**config.mk**
```make
export PLATFORM = sky130hd
export DESIGN_NAME = sbrt_stat
export DESIGN_NICKNAME = d
export VERILOG_FILES = /design/src/design/sbrt_pkg.sv /design/src/design/sbrt_stat.sv
export SDC_FILE = /design/constraint.sdc
export NUM_CORES = 2
export LEC_CHECK = 0
export ABC_AREA = 1
export BUFFER_PORTS_ARGS = -buffer_cell sky130_fd_sc_hd__buf_4
export CELL_PAD_IN_SITES_DETAIL_PLACEMENT = 0
export CELL_PAD_IN_SITES_GLOBAL_PLACEMENT = 1
export CORE_MARGIN = 8
export CORE_UTILIZATION = 40
export DETAILED_ROUTE_END_ITERATION = 10
export MAX_ROUTING_LAYER = met4
export PLACE_DENSITY = 0.84
export SLEW_MARGIN = 40
export SYNTH_ARGS = -nofsm -noshare
export SYNTH_HDL_FRONTEND = slang
export SYNTH_SLANG_ARGS = --single-unit
```
**constraint.sdc**
```tcl
create_clock -name aclk -period 6.1 [get_ports aclk]
set_input_delay 0.305 -clock aclk [delete_from_list [all_inputs] [get_ports aclk]]
set_output_delay 0.305 -clock aclk [all_outputs]
set_load 0.05 [all_outputs]
```
**src/design/sbrt_pkg.sv**
```systemverilog
package sbrt_pkg;

    localparam int BYTE_W     = 8;
    localparam int THRESH_W   = 24;
    localparam logic [THRESH_W-1:0] THRESH_RESET = 24'd392657;

    localparam int BIT_CNT_W  = 12;
    localparam int PAIR_CNT_W = 11;
    localparam int MIN_BITS   = 21;

    // Statistic format: signed, 16 fraction bits, 29 bits total.
    localparam int FRAC_BITS  = 16;
    localparam int STAT_W     = 29;
    localparam int QUOT_W     = STAT_W - 1;
    localparam int SAT_SHIFT  = QUOT_W - FRAC_BITS;
    localparam logic [STAT_W-1:0] STAT_MAX = {1'b0, {(STAT_W-1){1'b1}}};
    localparam logic [STAT_W-1:0] STAT_MIN = {1'b1, {(STAT_W-1){1'b0}}};

    typedef struct packed {
        logic load;
        logic clear;
    } cnt_ctrl_t;

    typedef struct packed {
        logic busy;
    } cnt_status_t;

    typedef struct packed {
        logic start;
    } stat_ctrl_t;

    typedef struct packed {
        logic done;
    } stat_status_t;

endpackage

```
**src/design/sbrt_stat.sv**
```systemverilog
module sbrt_stat #(
    parameter int NW = 12
) (
    input  logic                              aclk,
    input  logic                              aresetn,
    input  sbrt_pkg::stat_ctrl_t              ctrl,
    input  logic [NW-1:0]                     bit_count,
    input  logic [NW-1:0]                     zero_count,
    input  logic [NW-1:0]                     one_count,
    input  logic [3:0][NW-1:0]                pair_count,
    output sbrt_pkg::stat_status_t            status,
    output logic [sbrt_pkg::STAT_W-1:0]       stat_value
);

    localparam int PW     = 3 * NW;
    localparam int AW     = 3 * NW + 4;
    localparam int DW     = 2 * NW;
    localparam int RW     = 2 * NW + 1;
    localparam int QW     = sbrt_pkg::QUOT_W;
    localparam int STEP_W = $clog2(QW);

    localparam logic [STEP_W-1:0] STEP_SQ00 = STEP_W'(0);
    localparam logic [STEP_W-1:0] STEP_SQ01 = STEP_W'(1);
    localparam logic [STEP_W-1:0] STEP_SQ10 = STEP_W'(2);
    localparam logic [STEP_W-1:0] STEP_SQ11 = STEP_W'(3);
    localparam logic [STEP_W-1:0] STEP_SQN0 = STEP_W'(4);
    localparam logic [STEP_W-1:0] STEP_SQN1 = STEP_W'(5);
    localparam logic [STEP_W-1:0] STEP_NS   = STEP_W'(6);
    localparam logic [STEP_W-1:0] STEP_NT   = STEP_W'(7);
    localparam logic [STEP_W-1:0] STEP_NN   = STEP_W'(8);
    localparam logic [STEP_W-1:0] STEP_LAST = STEP_W'(QW - 1);

    typedef enum logic [5:0] {
        ST_IDLE = 6'b000001,
        ST_MUL  = 6'b000010,
        ST_ACC  = 6'b000100,
        ST_ABS  = 6'b001000,
        ST_DIV  = 6'b010000,
        ST_DONE = 6'b100000
    } stat_state_t;

    stat_state_t                  state_reg, state_next;
    logic [STEP_W-1:0]            step_reg, step_next;
    logic                         prep_reg, prep_next;
    logic                         done_reg, done_next;
    logic [PW-1:0]                prod_reg, prod_next;
    logic [DW-1:0]                s_reg, s_next;
    logic [DW-1:0]                t_reg, t_next;
    logic [DW-1:0]                den_reg, den_next;
    logic [AW-1:0]                acc_reg, acc_next;
    logic                         neg_reg, neg_next;
    logic                         sat_reg, sat_next;
    logic [RW-1:0]                rem_reg, rem_next;
    logic [QW-1:0]                quot_reg, quot_next;
    logic [sbrt_pkg::STAT_W-1:0]  stat_reg, stat_next;

    logic [NW-1:0]                op_a;
    logic [DW-1:0]                op_b;
    logic [AW-1:0]                acc_hi;
    logic [RW-1:0]                rem_shift;
    logic [RW:0]                  rem_diff;

    // Operand selection for the one shared multiplier.
    always_comb begin
        op_a = '0;
        op_b = '0;
        case (step_reg)
            STEP_SQ00: begin
                op_a = pair_count[0];
                op_b = DW'(pair_count[0]);
            end
            STEP_SQ01: begin
                op_a = pair_count[1];
                op_b = DW'(pair_count[1]);
            end
            STEP_SQ10: begin
                op_a = pair_count[2];
                op_b = DW'(pair_count[2]);
            end
            STEP_SQ11: begin
                op_a = pair_count[3];
                op_b = DW'(pair_count[3]);
            end
            STEP_SQN0: begin
                op_a = zero_count;
                op_b = DW'(zero_count);
            end
            STEP_SQN1: begin
                op_a = one_count;
                op_b = DW'(one_count);
            end
            STEP_NS: begin
                op_a = bit_count;
                op_b = s_reg;
            end
            STEP_NT: begin
                op_a = bit_count - NW'(1);
                op_b = t_reg;
            end
            STEP_NN: begin
                op_a = bit_count;
                op_b = DW'(bit_count - NW'(1));
            end
            default: begin
                op_a = '0;
                op_b = '0;
            end
        endcase
    end

    assign acc_hi    = acc_reg >> sbrt_pkg::SAT_SHIFT;
    assign rem_shift = {rem_reg[RW-2:0], quot_reg[QW-1]};
    assign rem_diff  = {1'b0, rem_shift} - {2'b00, den_reg};

    always_comb begin
        state_next = state_reg;
        step_next  = step_reg;
        prep_next  = prep_reg;
        done_next  = 1'b0;
        prod_next  = prod_reg;
        s_next     = s_reg;
        t_next     = t_reg;
        den_next   = den_reg;
        acc_next   = acc_reg;
        neg_next   = neg_reg;
        sat_next   = sat_reg;
        rem_next   = rem_reg;
        quot_next  = quot_reg;
        stat_next  = stat_reg;
        case (state_reg)
            ST_IDLE: begin
                if (ctrl.start) begin
                    step_next  = STEP_SQ00;
                    state_next = ST_MUL;
                end
            end
            ST_MUL: begin
                prod_next  = PW'(op_a) * PW'(op_b);
                state_next = ST_ACC;
            end
            ST_ACC: begin
                // num = 4*n*S - 2*(n-1)*T + n*(n-1), den = n*(n-1)
                case (step_reg)
                    STEP_SQ00: s_next = DW'(prod_reg);
                    STEP_SQ01: s_next = s_reg + DW'(prod_reg);
                    STEP_SQ10: s_next = s_reg + DW'(prod_reg);
                    STEP_SQ11: s_next = s_reg + DW'(prod_reg);
                    STEP_SQN0: t_next = DW'(prod_reg);
                    STEP_SQN1: t_next = t_reg + DW'(prod_reg);
                    STEP_NS:   acc_next = AW'(prod_reg) << 2;
                    STEP_NT:   acc_next = acc_reg - (AW'(prod_reg) << 1);
                    STEP_NN: begin
                        acc_next = acc_reg + AW'(prod_reg);
                        den_next = DW'(prod_reg);
                    end
                    default: acc_next = acc_reg;
                endcase
                if (step_reg == STEP_NN) begin
                    prep_next  = 1'b0;
                    state_next = ST_ABS;
                end else begin
                    step_next  = step_reg + STEP_W'(1);
                    state_next = ST_MUL;
                end
            end
            ST_ABS: begin
                // With prep_reg clear it takes the magnitude; with it set, it checks for saturation
                // and loads the divider.
                if (!prep_reg) begin
                    neg_next  = acc_reg[AW-1];
                    acc_next  = acc_reg[AW-1] ? ('0 - acc_reg) : acc_reg;
                    prep_next = 1'b1;
                end else begin
                    sat_next   = (acc_hi >= AW'(den_reg));
                    rem_next   = RW'(acc_hi);
                    quot_next  = {acc_reg[sbrt_pkg::SAT_SHIFT-1:0],
                                  {sbrt_pkg::FRAC_BITS{1'b0}}};
                    step_next  = '0;
                    state_next = (acc_hi >= AW'(den_reg)) ? ST_DONE : ST_DIV;
                end
            end
            ST_DIV: begin
                // Restoring division, one quotient bit per cycle.
                if (!rem_diff[RW]) begin
                    rem_next  = rem_diff[RW-1:0];
                    quot_next = {quot_reg[QW-2:0], 1'b1};
                end else begin
                    rem_next  = rem_shift;
                    quot_next = {quot_reg[QW-2:0], 1'b0};
                end
                if (step_reg == STEP_LAST) begin
                    state_next = ST_DONE;
                end else begin
                    step_next = step_reg + STEP_W'(1);
                end
            end
            ST_DONE: begin
                // Negative values round toward minus infinity.
                if (sat_reg) begin
                    stat_next = neg_reg ? sbrt_pkg::STAT_MIN : sbrt_pkg::STAT_MAX;
                end else if (neg_reg) begin
                    stat_next = '0 - (sbrt_pkg::STAT_W'(quot_reg)
                                      + sbrt_pkg::STAT_W'(rem_reg != '0));
                end else begin
                    stat_next = sbrt_pkg::STAT_W'(quot_reg);
                end
                done_next  = 1'b1;
                state_next = ST_IDLE;
            end
            default: state_next = ST_IDLE;
        endcase
    end

    always_ff @(posedge aclk) begin
        if (!aresetn) begin
            state_reg <= ST_IDLE;
            step_reg  <= '0;
            prep_reg  <= 1'b0;
            done_reg  <= 1'b0;
        end else begin
            state_reg <= state_next;
            step_reg  <= step_next;
            prep_reg  <= prep_next;
            done_reg  <= done_next;
        end
    end

    always_ff @(posedge aclk) begin
        prod_reg <= prod_next;
        s_reg    <= s_next;
        t_reg    <= t_next;
        den_reg  <= den_next;
        acc_reg  <= acc_next;
        neg_reg  <= neg_next;
        sat_reg  <= sat_next;
        rem_reg  <= rem_next;
        quot_reg <= quot_next;
        stat_reg <= stat_next;
    end

    assign status.done = done_reg;
    assign stat_value  = stat_reg;

endmodule

```
== Word level (Yosys, flattened, before mapping) ==
Index checks and enable logic that the tools add are counted.

* Flip-flop bits (word level): 245
* Logic and storage cells: 104

* Add/subtract/negate cells: 11
* Multipliers: 1
* Magnitude comparators: 1
* Equality and inequality tests: 24
* Multiplexer cells: 31
* Bitwise gates (word level): 1
* Reductions and logical operators: 20

{| class="wikitable"
|+ Operators by type and width
! kind !! count
|-
| one-hot mux 24 bit (9 select lines) || 1
|-
| one-hot mux 40 bit (3 select lines) || 1
|-
| one-hot mux 12 bit (8 select lines) || 1
|-
| one-hot mux 24 bit (2 select lines) || 2
|-
| 2-to-1 mux 29 bit || 3
|-
| 2-to-1 mux 40 bit || 2
|-
| one-hot mux 40 bit (2 select lines) || 1
|-
| one-hot mux 28 bit (2 select lines) || 1
|-
| 2-to-1 mux 25 bit || 2
|-
| one-hot mux 25 bit (2 select lines) || 1
|-
| adder 24 bit || 2
|-
| adder 40 x 36 -> 40 bit || 1
|-
| subtractor 1 x 40 -> 40 bit, first input constant || 1
|-
| subtractor 40 x 37 -> 40 bit || 1
|-
| multiplier 12 x 24 -> 36 bit || 1
|-
| one-hot mux 6 bit (5 select lines) || 1
|-
| adder 28 x 1 -> 29 bit || 1
|-
| subtractor 1 x 29 -> 29 bit, first input constant || 1
|-
| >= comparator 28 x 24 -> 1 bit || 1
|-
| 2-to-1 mux 28 bit || 1
|-
| subtractor 25 x 24 -> 26 bit || 1
|-
| nonzero test 25 bit || 1
|-
| 2-to-1 mux 6 bit || 4
|-
| == test 5 x 3 -> 1 bit, second input constant || 4
|-
| other kinds (30) || 53
|}

== Depth between registers and ports, before layout ==
* Word-level depth: 5
* Depth in mapped cells: 36
* Depth with buffers taken out: 34

== Least setup slack after synthesis ==
Ideal clock, no wire load.

* Path kind: register -> register
* Start: register step_reg[0]
* End: register prod_reg[29], data pin
* Data arrival time: 5.873 ns
* Slack: -0.025 ns
* Stages on the path, launching flop included: 28
* Path through: dfxtp_1 > ha_1 > inv_1 > nor2_1 > nand2_2 > inv_2 > buf_4 > buf_4 > nand2_1 > nand2_2 > buf_4 > nand2_1 > fa_1 > inv_1 > fa_1 > fa_1 > fa_1 > inv_1 > fa_1 > inv_1 > ha_1 > nand2_1 > nor4_1 > a21oi_1 > o21ai_0 > nand3_1 > nand3_1 > nand2_1

* Cells in the longest elaborated chain, start to end: 4
* Elaborated cells on any way between the ends: 13

{| class="wikitable"
|+ Ends and longest elaborated chain
! item !! RTL line !! text
|-
| start, declared || sbrt_stat.sv:43 || <nowiki>logic [STEP_W-1:0] step_reg, step_next;</nowiki>
|-
| start signal, assigned || sbrt_stat.sv:222 || <nowiki>step_reg <= step_next;</nowiki>
|-
| == test 5 x 4 -> 1 bit or == test 5 x 3 -> 1 bit (tied branches) || sbrt_stat.sv:67 || <nowiki>case (step_reg)</nowiki>
|-
| OR reduction 2 bit (no line) || - ||
|-
| one-hot mux 12 bit (8 select lines) || sbrt_stat.sv:67 ||
|-
| multiplier 12 x 24 -> 36 bit * || sbrt_stat.sv:138 || <nowiki>prod_next = PW'(op_a) * PW'(op_b);</nowiki>
|-
| end signal, assigned || sbrt_stat.sv:229 || <nowiki>prod_reg <= prod_next;</nowiki>
|-
| end, declared || sbrt_stat.sv:46 || <nowiki>logic [PW-1:0] prod_reg, prod_next;</nowiki>
|}

Mark *: on every way between the ends. The rest lies on a longest branch, timed or not.
A chain may end at the register's enable or synchronous reset.

== Worst setup path after layout ==
* Start: register step_reg[1]
* End: register prod_reg[35], data pin

Same word-level chain as after synthesis.

==> results.md <==
* Final GP Congestion at 0.971
* Yosys reg bits at 245
* Post-route DRC at 0
* CP max FO at 6
* Final Critical Period at 6220 ps
* Die height at 306 um
* Reg2Reg Setup Slack at -120 ps
* Met1 usage at 0.334
* CP Capture Type: flop
* Area grow syn2layout at 22.5%
* Total number of vias at 33,700
* First-pass GRT wire length at 190,000 um
* Clock tree buffer depth at 3
* Sink of the worst hold path: state_reg[4]
* Clock sinks at 245
* Normalized max-slew margin at 0.446
* Critical path's largest stage delay at 530 ps
* Worst-margin pin slew at 828 ps
* Maxcap violations at 0
* FFs w/ async S/R, synth at 0
* M2 GR Usage at 0.442
* DRT Pass-1 Iters at 6
* Largest net degree at the start of global routing at 65
* Hold Path Class: in -> reg
* RSZ-0062 raised after global routing: yes
* Max FFs per register at 40
* Die area at 93,900 sq um
* Final Max Tran Viols at 0
* Count of final hold-check violations at 0
* R2r endpoint: prod_reg[35]
* Number of global-route vias before repair at 34,000
* Fmax at 161 MHz
* Hold Path Depth at 5
* Port bufs at 116
* Min Hold Slack at 137 ps
* Yosys cell types at 63
* Most used routing layer: met2
* Area of the multi-input gates at 24,100 sq um
* Crit path arrival time at 6540 ps
* Worst-path clk slew at 60 ps
* Worst R2R Path Depth at 34
* Crit Path Class: reg -> reg
* Nets at 5,864
* Die width at 306 um
* Failing checks: negative setup slack
* Starting Density at 0.404
* WP data required at 6420 ps
* Global route overflow at 0
* Via/cell ratio at 5.28
* Number of synthesized flops with an enable pin at 232
* YS warnings at 0
* Slowest cell on the critical path: fa_1
* Clock Skews at 44.1 ps
* Sequential area share after synthesis at 0.214
* Reg-to-reg startpoint: step_reg[1]
* Grt met3 use at 0.0216
* Post-Synthesis Cells at 4,852
* Syn nets at 5,440
* Status: finished with violations
* Row count at 106
* Share of cells above drive strength 1 at 0.176
* Num CTS Buffers at 28
* Crit share post-route at 1.02
* Iteration-0 DRC count of the detailed router at 2,567
* Average size of a mapped cell at 6.96 sq um
* GRT Overall Usage at 0.261
* Worst hold start: ctrl
* Diodes inserted at 0
* Final Util at 0.495
* Antenna violations before repair at 0
* I/O Pins at 117
* Aggregate routed wire length at 122,000 um
* CTS H-tree lvls at 1
* Routed WL per cell at 19.1 um
* Top FF cell, synth: edfxtp_1
* Clock Latency Late Sink at 600 ps
* CTS Root Cell: clkbuf_16
* Startpoint types: flop
* Cell repeated most along the worst path: fa_1
* Register Area at 7230 sq um
* Area of the mapped netlist at 33,800 sq um
* CTS tree: built
* # fillers at 8,294
* Antenna Nets Post-Route at 0
* Setup-failing EPs final at 18
* Core area at 83,600 sq um
* Final WS setup at -119 ps
* DP HPWL at 100,000 um
Yosys cell counts, drive strengths merged, types with 58 or more instances:
| master | n | area, sq um |
|---|---|---|
| nand4 | 61 | 400 |
| edfxtp | 232 | 6970 |
| o21ai | 288 | 1450 |
| nand2 | 1348 | 5080 |
| xor2 | 60 | 526 |
| nor2 | 433 | 1720 |
| a21oi | 269 | 1350 |
| inv | 894 | 3360 |
| buf | 58 | 389 |
| nor3 | 61 | 348 |
| nand3 | 313 | 1610 |
| fa | 225 | 4500 |
| ha | 276 | 3450 |
repair_timing:
action	in CTS	in global routing
pin swaps	166	89
hold endpoints to repair	3	0
setup endpoints to repair	26	26
gates cloned	6	2
hold buffers	2	0
setup buffers	48	17
gates resized for setup	302	118
final cells by class:
class,count,share of cell area
multi-input combinational,3621,0.583
sequential,245,0.175
timing repair buffer,481,0.102
inverter,898,0.0828
tap,1080,0.0327
clock buffer,35,0.0183
clock inverter,17,0.00617
timing repair inverter,1,0.000272
through the flow:
stage / TNS (ps) / setup slack (ps) / std cells / cell area [sq um]
finish: -1120 / -119 / 6378 / 41400
detailed placement: -11620 / -660 / 6252 / 38100
floorplan: 0 / 51.1 / 4852 / 33800
CTS: -574 / -107 / 6359 / 40800
global placement: -9080 / -581 / 6252 / 38100
global route: -5210 / -321 / 6378 / 41400
kinds of logic (layout without fill, tap and decap cells):
| logic type | count (synthesis) | in the layout | synth area share |
|---|---|---|---|
| AND/OR/NAND/NOR | 2298 | 2298 | 0.288 |
| buffers and inverters | 986 | 1432 | 0.115 |
| AO/OA/AOI/OAI | 714 | 714 | 0.120 |
| adder cells (fa/ha/maj) | 501 | 501 | 0.236 |
| flip-flops | 245 | 245 | 0.214 |
| XOR/XNOR | 108 | 108 | 0.0280 |
cell usage in the layout (no fill, tap or decap), types with 31 or more instances in the layout:
master    Yosys  layout
a21oi_1     268     239
buf_12        1      31
buf_4         8     414
edfxtp_1    232     232
fa_1        225     202
ha_1        276     248
inv_1       872     809
inv_2        21      70
nand2_1    1339    1280
nand2_2       9      49
nand3_1     304     288
nand4_1      58      58
nor2_1      411     375
nor2_2       14      33
nor3_1       55      50
o21ai_0     280     265
xnor2_1      48      47
xor2_1       60      59
critical path, delay by kind of cell (launching register included):
family	cells	cell delay, ps
XOR/XNOR	1	60
adder cells (fa/ha/maj)	7	2900
buffers and inverters	11	960
AO/OA/AOI/OAI	3	600
AND/OR/NAND/NOR	12	1090
flip-flops	1	340
layer usage:
metal / vias to the layer above / routed length (um) / part of all wire
li1: 16500 / - / -
met1: 16000 / 53200 / 0.44
met2: 955 / 57700 / 0.47
met3: 210 / 6660 / 0.055
met4: 0 / 4340 / 0.036
met5: - / 0 / 0
worst max-delay path by stage:
stage / start / end / slack [ps] / cells after the start
6_report: step_reg[1] / prod_reg[35] / -120 / 34
5_1_grt: step_reg[1] / prod_reg[35] / -320 / 34
4_1_cts: step_reg[1] / prod_reg[29] / -110 / 33
3_5_place_dp: step_reg[0] / prod_reg[29] / -660 / 29
3_3_place_gp: step_reg[0] / prod_reg[26] / -580 / 29
2_1_floorplan: step_reg[0] / prod_reg[29] / 50 / 27
Power is not shown: default switching activity piles up to over one toggle a cycle in this logic, so the estimate is an artifact.
